<file path="src/rtl/bsalu_pkg.sv">
// ---------------------------------------------------------------------------
// bsalu_pkg
// Shared types and instruction codes for the bit-slice ALU.
// ---------------------------------------------------------------------------
`default_nettype none

package bsalu_pkg;

    localparam int FIELD_BITS = 4;

    typedef logic [2:0] t_code;
    typedef logic [1:0] t_link;

    // operand pair (R, S)
    localparam t_code SRC_AQ = 3'd0;
    localparam t_code SRC_AB = 3'd1;
    localparam t_code SRC_ZQ = 3'd2;
    localparam t_code SRC_ZB = 3'd3;
    localparam t_code SRC_ZA = 3'd4;
    localparam t_code SRC_DA = 3'd5;
    localparam t_code SRC_DQ = 3'd6;
    localparam t_code SRC_DZ = 3'd7;

    // ALU function
    localparam t_code FN_ADD   = 3'd0;
    localparam t_code FN_SUBR  = 3'd1;
    localparam t_code FN_SUBS  = 3'd2;
    localparam t_code FN_OR    = 3'd3;
    localparam t_code FN_AND   = 3'd4;
    localparam t_code FN_NOTRS = 3'd5;
    localparam t_code FN_XOR   = 3'd6;
    localparam t_code FN_XNOR  = 3'd7;

    // destination
    localparam t_code DST_QREG  = 3'd0;
    localparam t_code DST_NOP   = 3'd1;
    localparam t_code DST_RAMA  = 3'd2;
    localparam t_code DST_RAMF  = 3'd3;
    localparam t_code DST_RAMQD = 3'd4;
    localparam t_code DST_RAMD  = 3'd5;
    localparam t_code DST_RAMQU = 3'd6;
    localparam t_code DST_RAMU  = 3'd7;

    // shift link mode
    localparam t_link LINK_ZERO = 2'd0;
    localparam t_link LINK_ROT  = 2'd1;
    localparam t_link LINK_XROT = 2'd2;
    localparam t_link LINK_DBL  = 2'd3;

    typedef struct packed {
        t_code                 src;
        t_code                 func;
        t_code                 dest;
        logic [FIELD_BITS-1:0] data;
        logic                  carry;
        logic                  clear;
    } t_instr;

endpackage

`default_nettype wire

</file>
<file path="src/rtl/bsalu_ram.sv">
// ---------------------------------------------------------------------------
// bsalu_ram
// Generic single-write, single-read RAM with registered read data.
// ---------------------------------------------------------------------------
`default_nettype none

module bsalu_ram #(
    parameter int WIDTH = 4,
    parameter int DEPTH = 16
) (
    input  wire logic                     i_clk,
    input  wire logic                     i_wr_en,
    input  wire logic [$clog2(DEPTH)-1:0] i_wr_addr,
    input  wire logic [WIDTH-1:0]         i_wr_data,
    input  wire logic                     i_rd_en,
    input  wire logic [$clog2(DEPTH)-1:0] i_rd_addr,
    output logic      [WIDTH-1:0]         o_rd_data
);

    logic [WIDTH-1:0] r_mem [DEPTH];

    always_ff @(posedge i_clk) begin
        if (i_wr_en) begin
            r_mem[i_wr_addr] <= i_wr_data;
        end
        if (i_rd_en) begin
            o_rd_data <= r_mem[i_rd_addr];
        end
    end

endmodule

`default_nettype wire

</file>
<file path="src/rtl/bit_slice_alu_with_register_file_top.sv">
// ---------------------------------------------------------------------------
// bit_slice_alu_with_register_file_top
// Bit-slice ALU with register file, Q register and shift link logic.
// ---------------------------------------------------------------------------
// Takes one microinstruction per clock. An accepted item issues its A and B
// register file reads on the accept edge and is held in the s1 register,
// where F is computed; on commit it writes back register B and Q and loads
// the output register. A write from one item is forwarded to the reads of
// the item right behind it. A clear item gives no result and drops the
// per-entry valid bits, so cleared entries read as zero with no sweep. The
// input stalls only while the output register holds a result that is itself
// stalled.
`default_nettype none

module bit_slice_alu_with_register_file_top #(
    parameter int WORD_BITS = 4,
    parameter int REG_COUNT = 16
) (
    input  wire logic                           i_clk,
    input  wire logic                           i_rst_n,
    input  wire logic                           i_cfg_wr_en,
    input  wire bsalu_pkg::t_link               i_cfg_wr_data,
    input  wire logic                           i_in_valid,
    output logic                                o_in_stall,
    input  wire bsalu_pkg::t_code               i_src_select,
    input  wire bsalu_pkg::t_code               i_func,
    input  wire bsalu_pkg::t_code               i_dest_select,
    input  wire logic [bsalu_pkg::FIELD_BITS-1:0] i_addr_a,
    input  wire logic [bsalu_pkg::FIELD_BITS-1:0] i_addr_b,
    input  wire logic [bsalu_pkg::FIELD_BITS-1:0] i_data_in,
    input  wire logic                           i_carry_in,
    input  wire logic                           i_clear,
    output logic                                o_out_valid,
    input  wire logic                           i_out_stall,
    output logic [bsalu_pkg::FIELD_BITS-1:0]    o_y_out,
    output logic                                o_zero,
    output logic                                o_sign,
    output logic                                o_carry_out,
    output logic                                o_overflow,
    output logic                                o_ram_low_bit,
    output logic                                o_ram_high_bit,
    output logic                                o_q_low_bit,
    output logic                                o_q_high_bit
);

    import bsalu_pkg::*;

    localparam int AW = $clog2(REG_COUNT);
    localparam int W  = WORD_BITS;
    localparam logic [FIELD_BITS:0] ModN = (REG_COUNT >= (1 << FIELD_BITS)) ?
        (FIELD_BITS+1)'(1 << FIELD_BITS) : (FIELD_BITS+1)'(REG_COUNT);

    function automatic logic [AW-1:0] f_wrap(input logic [FIELD_BITS-1:0] a);
        logic [FIELD_BITS:0] v;
        v = {1'b0, a};
        for (int k = 0; k < 8; k++) begin
            if (v >= ModN) begin
                v = v - ModN;
            end
        end
        return AW'(v);
    endfunction

    // control
    logic            r_s1_v;
    t_instr          r_s1;
    logic [AW-1:0]   r_s1_ia;
    logic [AW-1:0]   r_s1_ib;
    logic            r_fwd_v;
    logic [AW-1:0]   r_fwd_addr;
    logic [W-1:0]    r_fwd_data;
    logic [REG_COUNT-1:0] r_vld;
    logic [W-1:0]    r_q;
    t_link           r_link_mode;

    logic            in_accept;
    logic            commit;
    logic            wr_en;
    logic [W-1:0]    wr_data;
    logic [AW-1:0]   rd_ia;
    logic [AW-1:0]   rd_ib;
    logic [W-1:0]    ram_a;
    logic [W-1:0]    ram_b;

    // datapath
    logic [W-1:0]    ra, rb, r, s, ra_x, sa_x, f, y, nr, nq;
    logic [W:0]      sum;
    logic            cout, cmsb;
    logic            down, withq, rlink, qlink, is_shift;

    assign rd_ia     = f_wrap(i_addr_a);
    assign rd_ib     = f_wrap(i_addr_b);
    assign commit    = r_s1_v && (r_s1.clear || !o_out_valid || !i_out_stall);
    assign o_in_stall = r_s1_v && !commit;
    assign in_accept = i_in_valid && !o_in_stall;

    bsalu_ram #(.WIDTH(W), .DEPTH(REG_COUNT)) u_ram_a (
        .i_clk     (i_clk),
        .i_wr_en   (wr_en),
        .i_wr_addr (r_s1_ib),
        .i_wr_data (wr_data),
        .i_rd_en   (in_accept),
        .i_rd_addr (rd_ia),
        .o_rd_data (ram_a)
    );

    bsalu_ram #(.WIDTH(W), .DEPTH(REG_COUNT)) u_ram_b (
        .i_clk     (i_clk),
        .i_wr_en   (wr_en),
        .i_wr_addr (r_s1_ib),
        .i_wr_data (wr_data),
        .i_rd_en   (in_accept),
        .i_rd_addr (rd_ib),
        .o_rd_data (ram_b)
    );

    always_comb begin
        if (r_fwd_v && r_fwd_addr == r_s1_ia) begin
            ra = r_fwd_data;
        end else begin
            ra = r_vld[r_s1_ia] ? ram_a : '0;
        end
        if (r_fwd_v && r_fwd_addr == r_s1_ib) begin
            rb = r_fwd_data;
        end else begin
            rb = r_vld[r_s1_ib] ? ram_b : '0;
        end

        unique case (r_s1.src)
            SRC_AQ:  begin r = ra; s = r_q; end
            SRC_AB:  begin r = ra; s = rb;  end
            SRC_ZQ:  begin r = '0; s = r_q; end
            SRC_ZB:  begin r = '0; s = rb;  end
            SRC_ZA:  begin r = '0; s = ra;  end
            SRC_DA:  begin r = W'(r_s1.data); s = ra;  end
            SRC_DQ:  begin r = W'(r_s1.data); s = r_q; end
            default: begin r = W'(r_s1.data); s = '0;  end
        endcase

        ra_x = (r_s1.func == FN_SUBR) ? ~r : r;
        sa_x = (r_s1.func == FN_SUBS) ? ~s : s;
        sum  = {1'b0, ra_x} + {1'b0, sa_x} + (W+1)'(r_s1.carry);
        cout = sum[W];
        cmsb = ra_x[W-1] ^ sa_x[W-1] ^ sum[W-1];

        unique case (r_s1.func)
            FN_ADD, FN_SUBR, FN_SUBS: f = sum[W-1:0];
            FN_OR:    f = r | s;
            FN_AND:   f = r & s;
            FN_NOTRS: f = ~r & s;
            FN_XOR:   f = r ^ s;
            default:  f = ~(r ^ s);
        endcase

        down     = (r_s1.dest == DST_RAMQD) || (r_s1.dest == DST_RAMD);
        withq    = (r_s1.dest == DST_RAMQD) || (r_s1.dest == DST_RAMQU);
        is_shift = r_s1.dest[2];

        rlink = 1'b0;
        qlink = 1'b0;
        unique case (r_link_mode)
            LINK_ROT: begin
                rlink = down ? f[0]   : f[W-1];
                qlink = down ? r_q[0] : r_q[W-1];
            end
            LINK_XROT: begin
                rlink = down ? r_q[0] : r_q[W-1];
                qlink = down ? f[0]   : f[W-1];
            end
            LINK_DBL: begin
                if (down) begin
                    qlink = f[0];
                end else begin
                    rlink = r_q[W-1];
                end
            end
            default: ;
        endcase

        if (down) begin
            nr = {rlink, f[W-1:1]};
            nq = {qlink, r_q[W-1:1]};
        end else begin
            nr = {f[W-2:0], rlink};
            nq = {r_q[W-2:0], qlink};
        end

        y       = (r_s1.dest == DST_RAMA) ? ra : f;
        wr_en   = commit && !r_s1.clear &&
                  (r_s1.dest != DST_QREG) && (r_s1.dest != DST_NOP);
        wr_data = is_shift ? nr : f;
    end

    always_ff @(posedge i_clk) begin
        if (!i_rst_n) begin
            r_s1_v      <= 1'b0;
            r_fwd_v     <= 1'b0;
            r_vld       <= '0;
            r_q         <= '0;
            r_link_mode <= LINK_ZERO;
            o_out_valid <= 1'b0;
        end else begin
            if (i_cfg_wr_en) begin
                r_link_mode <= i_cfg_wr_data;
            end

            if (in_accept) begin
                r_s1_v     <= 1'b1;
                r_fwd_v    <= wr_en;
                r_fwd_addr <= r_s1_ib;
                r_fwd_data <= wr_data;
            end else if (commit) begin
                r_s1_v <= 1'b0;
            end

            if (commit && r_s1.clear) begin
                r_vld <= '0;
                r_q   <= '0;
            end else if (commit) begin
                if (wr_en) begin
                    r_vld[r_s1_ib] <= 1'b1;
                end
                if (r_s1.dest == DST_QREG) begin
                    r_q <= f;
                end else if (is_shift && withq) begin
                    r_q <= nq;
                end
            end

            if (commit && !r_s1.clear) begin
                o_out_valid <= 1'b1;
            end else if (!i_out_stall) begin
                o_out_valid <= 1'b0;
            end
        end
    end

    always_ff @(posedge i_clk) begin
        if (in_accept) begin
            r_s1.src   <= i_src_select;
            r_s1.func  <= i_func;
            r_s1.dest  <= i_dest_select;
            r_s1.data  <= (W < FIELD_BITS) ?
                          FIELD_BITS'(W'(i_data_in)) : i_data_in;
            r_s1.carry <= i_carry_in;
            r_s1.clear <= i_clear;
            r_s1_ia    <= rd_ia;
            r_s1_ib    <= rd_ib;
        end
        if (commit && !r_s1.clear) begin
            o_y_out        <= FIELD_BITS'(y);
            o_zero         <= (f == '0);
            o_sign         <= f[W-1];
            o_carry_out    <= cout;
            o_overflow     <= cmsb ^ cout;
            o_ram_low_bit  <= is_shift & nr[0];
            o_ram_high_bit <= is_shift & nr[W-1];
            o_q_low_bit    <= is_shift & withq & nq[0];
            o_q_high_bit   <= is_shift & withq & nq[W-1];
        end
    end

endmodule

`default_nettype wire

</file>
<file path="config.mk">
export PLATFORM = sky130hd
export DESIGN_NAME = bit_slice_alu_with_register_file_top
export DESIGN_NICKNAME = d
export VERILOG_FILES = /design/src/rtl/bsalu_pkg.sv /design/src/rtl/bsalu_ram.sv /design/src/rtl/bit_slice_alu_with_register_file_top.sv
export SDC_FILE = /design/constraint.sdc
export NUM_CORES = 1
export LEC_CHECK = 0
export ABC_AREA = 1
export BUFFER_PORTS_ARGS = -buffer_cell sky130_fd_sc_hd__clkbuf_2
export CAP_MARGIN = 20
export CORE_MARGIN = 2
export CORE_UTILIZATION = 35
export DETAILED_ROUTE_END_ITERATION = 10
export PLACE_DENSITY_LB_ADDON = 0.2
export RECOVER_POWER = 25
export SETUP_SLACK_MARGIN = 0.5
export SYNTH_ARGS = -nofsm -noshare
export SYNTH_HDL_FRONTEND = slang
export SYNTH_SLANG_ARGS = --single-unit
</file>
<file path="constraint.sdc">
create_clock -name i_clk -period 5 [get_ports i_clk]
set_input_delay 0.25 -clock i_clk [delete_from_list [all_inputs] [get_ports i_clk]]
set_output_delay 0.25 -clock i_clk [all_outputs]
set_load 0.01 [all_outputs]
</file>
==> results.cfg <==
[critical_path]
max_stage_delay_ns = 0.49
crit_family = simple AND/OR/NAND/NOR gates
critPathBufInv = 3
crit_arrival_ns = 4.23
path_cells = inv_1 > a21oi_2 > nand4_4 > nand2_2 > inv_2 > nand2_4 > nand2_4 > nand2_2 > nand2_2 > xnor2_1 > fa_1 > fa_1 > or2_2 > nand3_1 > o31ai_1 > nor3_2 > or2_1 > o211ai_1 > buf_4
cp_slowest_cell = edfxtp_1
cpMostUsedCell = nand2_2
end_kind = register
cp_max_fo = 17
worst_ep_required_time_ns = 5.16
path_class = reg -> reg
cp-start-kind = register

[final_layout]
drive_gt1_share_pct = 11.51
final_common_cell = nand2_1
fillerInstances = 2062
fin_nets = 947
diodes = 0
area_delta_synth_final_pct = 16.81
final_cell_mix = 175 x nand2_1, 116 x inv_1, 115 x edfxtp_1

[worst_hold_path]
hp-class = in -> reg

[pwr]
leakage_nw = 3.468
ir_drop_mv = 0.2157
p_per_area_nw_per_um2 = 333.5
power.total_mw = 2.850

[yosys]
syn_avg_cell_area_um2 = 8.720
syn_area_um2 = 7316
synth-seq-cells = 140
synth_edf_count = 115
async_reset_ff_share_pct = 0
synthesis.nets = 878
yosysWarnings = 0
seq_area_frac_synth_pct = 54.04
ys_types = 40
syn-instance-count = 839
synthFlopType = edfxtp_1

[clock_tree]
worst_skew_pair.late_latency_ns = 0.44
cts-root-buf = clkbuf_16
cts_tree = built
clk_pin_slew_worst_paths_ns = 0.06
clock_sink_count = 140
clockBufferDepth = 2
numCtsBuffers = 17
cts_resized = 0
h-tree-depth = 4

[floorplanning]
die_h_um = 148.6
core_area_um2 = 20360
ios = 44
fp.dieW_um = 148.6
placementRows = 52
die-area_um2 = 22070
start_util_pct = 35.92

[sta]
slew_headroom_pct = -71.62
slew_viol_final = 232
hold_viol = 0
worstMarginPinSlew_ns = 2.574
post-route-period-util_pct = 81.33
grt_setup_unrepaired = no
finalSetupViolCount = 0
layout_min_cycle_time_ns = 4.066
tns_ns = 0
finalClockSkew_ns = 0.01480
fmax_mhz = 245.9

[routing]
first_iter_violations = 479
wl_um = 19430
num_vias = 5880
wl_per_cell_um = 16.31
drc = 0
dr.pass1.iters = 5
postRouteAntennaNets = 0
vias_per_cell = 4.937

[grt]
gr-total-overflow = 0
antenna_found_initial = 0
grtUsageTotal_pct = 18.09
grt_max_degree = 66
grt_pass1_wl_um = 30100
grt_pass1_vias = 5498

[place]
routabilityCongestion = 0.8784
portBuffers = 43
place_hpwl_um = 13820

[flow_run]
cap_violations = 5

[status]
violations = capacitance limit, slew limit
status = finished with violations
-- tightest hold or removal path: cells and delay by family --
| family | cells | cell delay [ns] |
|---|---|---|
| simple gates | 2 | 0.12 |
| buf+inv | 1 | 0.07 |
-- timing repair --
item / in CTS / in global routing
hold buffers: 14 / 1
endpoints found under the hold margin: 14 / 1
setup endpoints to repair: 0 / 51
setup buffers: 0 / 11
-- layer usage --
| metal | GRT usage, % | part of all wire (%) | vias to the layer above |
|---|---|---|---|
| met2 | 29.19 | 47 | 176 |
| li1 | - | - | 2968 |
| met3 | 3.865 | 5.7 | 39 |
| met4 | 6.857 | 2.6 | 0 |
| met1 | 23.97 | 45 | 2697 |
| met5 | 0 | 0 | - |
-- power by group --
group	switching [mW]	internal, mW	leakage (nW)	total [mW]
logic	0.225	0.107	1.94	0.331
clock network	0.536	0.640	0.259	1.18
registers	0.0216	1.32	1.27	1.34
-- cell families (layout without fill, tap and decap cells) --
| family | Yosys count | after routing | synth area share (%) |
|---|---|---|---|
| AND/OR/NAND/NOR | 339 | 339 | 20.30 |
| buffers and inverters | 152 | 234 | 8.107 |
| XOR/XNOR | 12 | 12 | 1.437 |
| flip-flops | 140 | 140 | 54.04 |
| AO/OA/AOI/OAI | 187 | 187 | 14.37 |
| adder cells (fa/ha/maj) | 9 | 9 | 1.744 |
-- through the flow --
stage	hold WS, ns	cells	util [%]	area, um2	worst slack (ns)
floorplan	0.3489	839	-	7316	1.299
global placement	0.4284	1133	38.36	7811	0.8596
detailed placement	0.4291	1133	38.36	7811	0.8557
CTS	0.002544	1179	41.69	8489	0.8250
global route	0.05483	1191	41.96	8546	0.5881
finish	0.04441	1191	41.96	8546	0.9336
-- registers in the layout (all words and copies together) (netlist names), 2 cells and up --
name / count
r_s1_ib: 4
r_fwd_data: 4
r_vld: 16
r_s1_ia: 4
r_s1: 14
r_link_mode: 2
o_y_out: 4
u_ram_b.o_rd_data: 4
r_q: 4
u_ram_a.r_mem: 4
r_fwd_addr: 4
u_ram_a.o_rd_data: 4
u_ram_b.r_mem: 60
-- synth_stat cells (2+ instances only) --
library cell  instances  area share (%)
nand2_4               3            0.46
o221ai_1             10             1.2
nand3_2               6            0.82
a21oi_1              71             4.9
inv_1               116             6.0
clkbuf_1             24             1.2
nand2_1             175             9.0
o21ai_2               3            0.36
fa_1                  2            0.55
buf_6                 2            0.31
ha_1                  7             1.2
inv_2                 5            0.26
or2_2                 2            0.17
xnor2_1               4            0.48
edfxtp_1            115              47
o21ai_1              11            0.75
nor3_1                7            0.48
nor2_1               76             3.9
dfxtp_1              25             6.8
nand2_2              10            0.86
clkinv_2              2            0.14
nand4_1               2            0.17
o22ai_1               3            0.26
o211ai_1             17             1.7
xor2_1                8            0.96
nand3_1              53             3.6
o21ai_0              67             4.6
-- final timing paths --
kind,start,to,slack [ns],depth (start not counted)
setup / recovery,r_s1_ia[0],u_ram_b.r_mem[1][3],0.93,19
hold / removal,i_cfg_wr_data[0],r_link_mode[0],0.04,3
setup reg to reg,r_s1_ia[0],u_ram_b.r_mem[1][3],0.93,19
hold reg to reg,r_vld[0],r_vld[0],0.48,2
-- cell type report --
class / count / area (um2) / share of cell area [%]
flip-flops and latches: 140 / 3954 / 46.27
multi-input cells: 547 / 2769 / 32.40
repair buffers: 78 / 479.2 / 5.608
inverters: 124 / 467.9 / 5.476
clock buffers: 17 / 425.4 / 4.978
well taps: 270 / 337.8 / 3.953
clock inverters: 15 / 112.6 / 1.318
No activity file was read; power rests on OpenSTA's default activity.
